`config.mk`:
```
export PLATFORM = sky130hd
export DESIGN_NAME = cca_ctrl
export DESIGN_NICKNAME = d
export VERILOG_FILES = /design/src/sv/cca_pkg.sv /design/src/sv/cca_ctrl.sv
export SDC_FILE = /design/constraint.sdc
export NUM_CORES = 1
export LEC_CHECK = 0
export ABC_AREA = 0
export BUFFER_PORTS_ARGS = -buffer_cell sky130_fd_sc_hd__clkbuf_2
export CAP_MARGIN = 25
export CORE_AREA = 5 5 42 44
export CTS_CLUSTER_DIAMETER = 100
export DETAILED_ROUTE_END_ITERATION = 10
export DIE_AREA = 0 0 47 49
export GPL_TIMING_DRIVEN = 0
export PLACE_DENSITY = 0.58
export SLEW_MARGIN = 20
export SYNTH_ARGS = -nofsm -noshare
export SYNTH_HDL_FRONTEND = slang
export SYNTH_SLANG_ARGS = --single-unit
```
`constraint.sdc`:
```
create_clock -name clk -period 1.54 [get_ports clk]
set_clock_uncertainty 0.05 [all_clocks]
set_input_delay 0.308 -clock clk [delete_from_list [all_inputs] [get_ports clk]]
set_output_delay 0.308 -clock clk [all_outputs]
set_load 0.1 [all_outputs]
```
`src/sv/cca_pkg.sv`:
```
// Shared constants, codes and control/status types of the cyclic cellular automaton.
// No dependencies; every other file of the block imports this package.
`timescale 1ns / 1ps

package cca_pkg;

  // Grid geometry and cell format.
  localparam int MAX_ROWS   = 64;
  localparam int MAX_COLS   = 64;
  localparam int CELL_BITS  = 8;
  localparam int CELL_COUNT = MAX_ROWS * MAX_COLS;
  localparam int ROW_W      = $clog2(MAX_ROWS);
  localparam int COL_W      = $clog2(MAX_COLS);
  localparam int ADDR_W     = $clog2(CELL_COUNT);
  localparam int SUCC_W     = CELL_BITS + 1;
  localparam int TBL_DEPTH  = 2 ** CELL_BITS;

  // Configuration register widths.
  localparam int NS_W    = 9;
  localparam int DIM_W   = 7;
  localparam int GEN_W   = 16;
  localparam int CFG_W   = 16;
  localparam int CFG_IDX_W = 2;

  // Stream payload widths.
  localparam int IN_TDATA_W  = 24;
  localparam int OUT_TDATA_W = 8;

  // Taps of the two-row window line; tap 0 holds the newest cell.
  localparam int LINE_LEN  = 2 * MAX_COLS + 1;
  localparam int TAP_DOWN  = 0;
  localparam int TAP_RIGHT = MAX_COLS - 1;
  localparam int TAP_MID   = MAX_COLS;
  localparam int TAP_LEFT  = MAX_COLS + 1;
  localparam int TAP_UP    = 2 * MAX_COLS;

  typedef enum logic [1:0] {
    REQ_WRITE,
    REQ_RUN,
    REQ_READ
  } req_kind_t;

  typedef enum logic [CFG_IDX_W-1:0] {
    CFG_NUM_STATES,
    CFG_GRID_ROWS,
    CFG_GRID_COLS,
    CFG_GEN_COUNT
  } cfg_reg_t;

  typedef enum logic [2:0] {
    ST_IDLE,
    ST_DECODE,
    ST_READ,
    ST_TABLE,
    ST_START,
    ST_GEN,
    ST_REPLY
  } cca_state_t;

  typedef struct packed {
    logic capture;      // latch the accepted request
    logic cell_write;   // store the request value in the front buffer
    logic res_set;      // latch the pending result
    logic run_load;     // load generation counter and restart the table build
    logic tbl_step;     // write one successor table entry
    logic sweep_start;  // begin one generation sweep
    logic gen_end;      // swap buffers and count one generation
    logic out_load;     // move the pending result to the output register
  } cca_cmd_t;

  typedef struct packed {
    logic [1:0] req;
    logic       bad;
    logic       tbl_last;
    logic       gens_zero;
    logic       gens_last;
    logic       sweep_done;
    logic       out_free;
  } cca_stat_t;

endpackage

```
`src/sv/cca_ctrl.sv`:
```
// Request sequencer of the cyclic cellular automaton.
// Depends on cca_pkg; drives cca_datapath through cca_cmd_t and reads cca_stat_t.
`timescale 1ns / 1ps

module cca_ctrl import cca_pkg::*; (
  input  logic      clk,
  input  logic      rst_n,
  input  logic      in_valid,
  output logic      in_ready,
  input  cca_stat_t stat,
  output cca_cmd_t  cmd
);

  cca_state_t state_r, state_nxt;

  always_ff @(posedge clk) begin
    if (!rst_n) begin
      state_r <= ST_IDLE;
    end else begin
      state_r <= state_nxt;
    end
  end

  always_comb begin
    state_nxt = state_r;
    case (state_r)
      ST_IDLE: begin
        if (in_valid) state_nxt = ST_DECODE;
      end
      ST_DECODE: begin
        case (stat.req)
          REQ_READ: state_nxt = stat.bad ? ST_REPLY : ST_READ;
          REQ_RUN:  state_nxt = ST_TABLE;
          default:  state_nxt = ST_REPLY;
        endcase
      end
      ST_READ: state_nxt = ST_REPLY;
      ST_TABLE: begin
        if (stat.tbl_last) state_nxt = stat.gens_zero ? ST_REPLY : ST_START;
      end
      ST_START: state_nxt = ST_GEN;
      ST_GEN: begin
        if (stat.sweep_done) state_nxt = stat.gens_last ? ST_REPLY : ST_START;
      end
      ST_REPLY: begin
        if (stat.out_free) state_nxt = ST_IDLE;
      end
      default: state_nxt = ST_IDLE;
    endcase
  end

  always_comb begin
    cmd      = '0;
    in_ready = 1'b0;
    case (state_r)
      ST_IDLE: begin
        in_ready    = 1'b1;
        cmd.capture = in_valid;
      end
      ST_DECODE: begin
        case (stat.req)
          REQ_WRITE: begin
            cmd.cell_write = !stat.bad;
            cmd.res_set    = 1'b1;
          end
          REQ_READ: cmd.res_set = stat.bad;
          REQ_RUN: begin
            cmd.run_load = 1'b1;
            cmd.res_set  = 1'b1;
          end
          default: cmd.res_set = 1'b1;
        endcase
      end
      ST_READ:  cmd.res_set     = 1'b1;
      ST_TABLE: cmd.tbl_step    = 1'b1;
      ST_START: cmd.sweep_start = 1'b1;
      ST_GEN:   cmd.gen_end     = stat.sweep_done;
      ST_REPLY: cmd.out_load    = stat.out_free;
      default: ;
    endcase
  end

endmodule

```
==> results of run 1 <==
## logic make-up (layout without fill, tap and decap cells)
kind of cell | Yosys count | in the layout | synth area share [%]
buffers and inverters | 4 | 33 | 7.83
muxes | 2 | 2 | 5.69
DFF | 3 | 3 | 17.1
AOI/OAI and AO/OA | 9 | 9 | 18.2
and+or+nand+nor | 29 | 29 | 47.7
adders and majority gates | 1 | 1 | 3.56
## worst min path at each step
stage	end	cells after the start	from
2_1_floorplan	state_r[1]$_SDFFE_PN0P_	2	rst_n
3_3_place_gp	state_r[1]$_SDFFE_PN0P_	3	rst_n
3_5_place_dp	state_r[1]$_SDFFE_PN0P_	3	rst_n
4_1_cts	state_r[1]$_SDFFE_PN0P_	3	rst_n
5_1_grt	state_r[0]$_SDFFE_PN0P_	2	rst_n
6_report	state_r[1]$_SDFFE_PN0P_	3	rst_n
## worst max-delay path: cells and delay by family, from the launching register on
kind | cells | cell delay [ns]
buffers and inverters | 2 | 0.37
DFF | 1 | 0.31
and+or+nand+nor | 2 | 0.35
## metal layers
layer / vias to the layer above / global-route usage [%] / wire length [um]
met2: 15 / 18.8 / 600
met3: 0 / 5.90 / 90
met5: - / 0 / 0
met1: 191 / 13.3 / 469
li1: 227 / - / -
met4: 0 / 2.76 / 0
## synthesized netlist by cell type (all sizes together)
| cell type | count | area [um2] |
|---|---|---|
| nor2 | 6 | 22.5 |
| nand2 | 4 | 15.0 |
| nand2b | 1 | 6.26 |
| o2111ai | 1 | 8.76 |
| ha | 1 | 12.5 |
| mux2i | 2 | 20.0 |
| nor3 | 2 | 10.0 |
| inv | 1 | 3.75 |
| nor3b | 3 | 27.5 |
| and3b | 2 | 17.5 |
| a32oi | 1 | 8.76 |
| nor2b | 7 | 43.8 |
| and2 | 2 | 12.5 |
| buf | 3 | 23.8 |
| a31oi | 1 | 6.26 |
| dfxtp | 3 | 60.1 |
| a21boi | 1 | 7.51 |
| a21oi | 1 | 5.00 |
| o21ai | 4 | 27.5 |
| and3 | 2 | 12.5 |
## final cells by class
class                      instances  share of cell area [%]
sequential                         3                    8.46
inverter                           1                   0.462
buffer                             3                    4.15
tap                               16                    2.46
clock buffer                       4                    3.23
timing repair buffer              25                    39.8
multi-input combinational         41                    41.4
## what timing repair did
item	CTS	global route
pin swaps	2	1
setup buffers	6	0
gates resized for setup	43	2
endpoints found under the setup margin	9	10
hold buffers	0	0
endpoints found under the hold margin	0	0
gates cloned	0	0
## per-stage QoR
| step | utilization, % | hold WS [ns] |
|---|---|---|
| after floorplan | - | 0.400 |
| after global placement | 36.1 | 0.538 |
| after detailed placement | 36.1 | 0.535 |
| after CTS | 57.6 | 0.284 |
| after global routing | 58.0 | 0.294 |
| final | 58.0 | 0.284 |
## where the power goes
group          leakage, nW  switching, mW  internal (mW)
Clock               0.0150         0.0424         0.0972
Sequential          0.0264         0.0555          0.124
Combinational        0.319          0.833          0.662
## placed cells by master, fill, tap and decap left out, types with 2 or more instances in the layout
cell type,Yosys,layout
and2_4,0,2
and3_4,0,2
buf_4,1,6
buf_6,1,2
clkbuf_16,0,9
clkbuf_2,0,10
clkbuf_4,0,3
dfxtp_4,0,2
mux2i_1,2,2
nand2_1,4,4
nor2_1,6,4
nor2_2,0,2
nor2b_1,7,3
nor2b_4,0,3
o21ai_0,2,2
o21ai_2,2,2
==> run metrics, run 1 <==
status=complete, but fails checks; violated checks=negative setup slack; clk root buf=clkbuf_4; total wire length=1.16 mm; max-cap check violation count=0; Final Wtd Congestion=0.757; final instance area=813 um2; Seq. cell area=68.8 um2; Seq/Total Area, Yosys=17.1%; Area Growth Syn to Fin=131%; Fill cells=130; TritonCTS clock tree=yes; post-placement setup slack=-0.241 ns; Worst-Margin Slew=0.278 ns; worst reg-to-reg path cell count=7; CTS H-tree lvls=1; Initial Utilization=25.1%; Hold Fails Final Rpt=0; Reg2Reg Setup Slack=0.12 ns; Core Area=0.00140 mm2; CP peak stage delay=0.31 ns; Antenna Diode Count=0; max-slew violation count=0; reg-to-reg startpoint=state_r[1]$_SDFFE_PN0P_; worst skew pair latency=0.24 ns; vias in the first global route=453; number of buffers created by CTS=3; Critical Path Source=state_r[0]$_SDFFE_PN0P_; Cell variety after synth=24; Mapped Nets=60; crit path DAT=1.27 ns; standard-cell rows=14; placed inst area=505 um2; hold crit path type=primary input to flip-flop; starting DRC count in detailed routing=0; global route overflow=0; Worst-path clk slew=0.04 ns; #FFs+latches synth=3; ANT nets after route=0; largest net degree at the start of global routing=11; CP endpoint=cmd[7]; warnings from Yosys=0; Syn Inst Count=48; vias per inst=4.66; max reg flops=3; CP Cell Sequence=buf_4, nor3_4, and2_4, clkbuf_16; fin crit period=1.63 ns; Post-Syn Area per Cell=7.32 um2; post-route clock period utilization=106%; biggest registers after layout=state_r: 3 flops; DRT Pass-1 Iters=1; placed insts=83; Peak VDD IR=1.03 mV; unrepaired setup endpoints after global routing=true; fraction of layout cells with a size suffix above 1=66.2%; CP Class=flip-flop to output port; crit path capture type=output port; Reg with most FFs=state_r; Worst R2R End=state_r[1]$_SDFFE_PN0P_; setup TNS=-0.468 ns; CP startpoint kind=flip-flop; # clock sinks=3; non-filler cells, final=93; routed len/inst=12.5 um; crit-path max FO=10; Vias=433; CP max-delay cell=dfxtp_2; # IOs=20; Power Density=2230 mW/mm2; first-pass GRT wire length=1.98 mm; Leak Pwr=0.360 nW; Residual DRC=0; Worst EP required=1.18 ns; Final setup violation count=8; Final Net Count=90; min setup slack post-route=-0.0869 ns; max_slew headroom=81.5%; Max Freq=615 MHz; area occupied by multi-input gates=337 um2; port bufs=19; maximum clock path buffer count=2; Netlist Area Pre-Place=352 um2; die width=47 um; Total GRT Usage=11.7%; Die Ht=49 um; Die ar.=0.00230 mm2; initial antenna violation count=0; Overall Power=1.82 mW; DP Wirelength=767 um
Note: power is estimated with default switching activity, not from simulation.
==> run 2: changes to the inputs <==
Settings changed: PLACE_DENSITY 0.58 to 0.52.
==> run 2 against run 1 <==
Net effect:
- the run still ends with negative setup slack left
- worst hold slack better by 0.021 ns
- critical endpoint is now cmd[0]
- sequential share of layout area fell by 0.20 points
- via count grew 7.6%
- largest power group unchanged
- highest routed layer unchanged
- non-clock buffer count rose by 2
- cell count is 2.2% higher
- cell area rose by 2.5%
- critical path type unchanged
- register-to-register slack better by 0.07 ns
- sequential power about the same
- total power up 2.1%
- global-route usage down 0.55 points
- count of clock-buffer cells in the layout is the same
==> run metrics, run 2 (synthesis gave the netlist of run 1 again) <==
vias per inst=4.91 (+5.4%); total wire length=1.21 mm (+4.4%); most frequent cells in the layout=10 x clkbuf_2, 9 x clkbuf_16, 6 x buf_4; Power Density=2220 mW/mm2 (-0.31%); Core Area=0.00140 mm2 (unchanged); # clock sinks=3 (unchanged); ANT nets after route=0 (unchanged); Total GRT Usage=11.1% (-0.55 points); violated checks=negative setup slack; Final Net Count=92 (+2.2%); Peak VDD IR=0.884 mV (-14%); Hold Fails Final Rpt=0 (unchanged); fin crit period=1.64 ns (+0.0117 ns); Die Ht=49 um (unchanged); grt met2 use=17.2% (-1.6 points); Worst-Margin Slew=0.218 ns (-0.0601 ns); standard-cell rows=14 (unchanged); Antenna Diode Count=0 (unchanged); biggest registers after layout=state_r: 3 flops; placed inst area=505 um2 (unchanged); post-placement setup slack=-0.213 ns (+0.0279 ns); max-slew violation count=0 (unchanged); port bufs=19 (unchanged); Reg with most FFs=state_r; met3 Use GR=2.58% (-3.3 points); unrepaired setup endpoints after global routing=true; maximum clock path buffer count=2 (unchanged); crit-path max FO=7 (-3); Initial Utilization=25.1% (unchanged); max_slew headroom=85.4% (+3.9 points); worst skew pair latency=0.23 ns (about the same); Worst EP required=1.18 ns (about the same); DP Wirelength=760 um (-0.93%); Area Growth Syn to Fin=137%; TritonCTS clock tree=yes; post-route clock period utilization=106% (+0.76 points); busiest grt layer=met2; commonest non-fill, non-tap cell in the layout=clkbuf_2; initial antenna violation count=0 (unchanged); fraction of layout cells with a size suffix above 1=65.8% (-0.41 points); crit path DAT=1.28 ns (about the same); hold buffers post-CTS=0 (unchanged); worst hold-check slack=0.305 ns (+0.0209 ns); CTS H-tree lvls=1 (unchanged); clk root buf=clkbuf_4; Die ar.=0.00230 mm2 (unchanged); CP startpoint kind=flip-flop; max reg flops=3 (unchanged); # IOs=20 (unchanged); number of buffers created by CTS=3 (unchanged); CP Class=flip-flop to output port; starting DRC count in detailed routing=2 (+2); DRT Pass-1 Iters=4 (+3); min setup slack post-route=-0.0986 ns (-0.0117 ns); Max Freq=610 MHz (-0.71%); vias in the first global route=452 (-0.22%); Final setup violation count=8 (unchanged); Residual DRC=0 (unchanged); largest net degree at the start of global routing=11 (unchanged); global route overflow=0 (unchanged); final instance area=833 um2 (+2.5%); Vias=466 (+7.6%); die width=47 um (unchanged); first-pass GRT wire length=1.95 mm (-1.8%); Final Wtd Congestion=0.750 (-0.85%); crit path capture type=output port; setup TNS=-0.509 ns (-0.0410 ns); routed len/inst=12.8 um (+2.2%); Worst-path clk slew=0.04 ns (about the same); max-cap check violation count=0 (unchanged); met1 usage=14.5% (+1.2 points); Fill cells=124 (-4.6%); status=complete, but fails checks; Leak Pwr=0.371 nW (+3.1%); hold crit path type=primary input to flip-flop
run 2: cell types whose count changed in the layout (fill, tap and decap cells not counted), sizes merged:
| cell | change |
|---|---|
| buf | +2 |
run 2: layer usage:
layer | part of all wire, % | up-vias
met4 | 0 | 0
met2 | 54 | 8
met3 | 4.0 | 0
met5 | 0 | -
met1 | 42 | 224
li1 | - | 234
run 2: area by class of cell:
type	count	area (um2)	area share, %
Tap cell	16	20.0	2.40
Sequential cell	3	68.8	8.26
Timing Repair Buffer	27	343	41.1
Multi-Input combinational cell	41	334	40.1
Buffer	3	37.5	4.50
Inverter	1	3.75	0.450
Clock buffer	4	26.3	3.15
run 2: worst paths after layout:
check	from	endpoint	slack, ns	cells after the start
setup / recovery	state_r[1]$_SDFFE_PN0P_	cmd[0]	-0.1	4
hold / removal	rst_n	state_r[2]$_SDFFE_PN0P_	0.31	3
setup reg to reg	state_r[1]$_SDFFE_PN0P_	state_r[1]$_SDFFE_PN0P_	0.19	6
hold reg to reg	state_r[2]$_SDFFE_PN0P_	state_r[2]$_SDFFE_PN0P_	0.63	3
run 2: worst max-delay path, cell delays in order (launching register included):
cell and delay [ns]:
dfxtp_4 0.37, buf_8 0.13, nor2b_4 0.16, and3_4 0.20, clkbuf_16 0.19
run 2: what timing repair did:
action                                  CTS  global route
buffers inserted                          5             3
resized for setup                        44             2
pin swaps                                 3             2
endpoints found under the setup margin    9             9
run 2: stage by stage:
step                      power (mW)  std cells  utilization [%]
after floorplan                 1.04         48                -
after global placement          1.18         83             36.1
after detailed placement        1.18         83             36.1
after CTS                       1.80         92             57.5
after global routing            1.94         95             59.5
final                           1.85         95             59.5
run 2: where the power goes:
group | internal (mW) | switching, mW
registers | 0.125 | 0.0588
logic | 0.690 | 0.845
clock network | 0.0970 | 0.0385
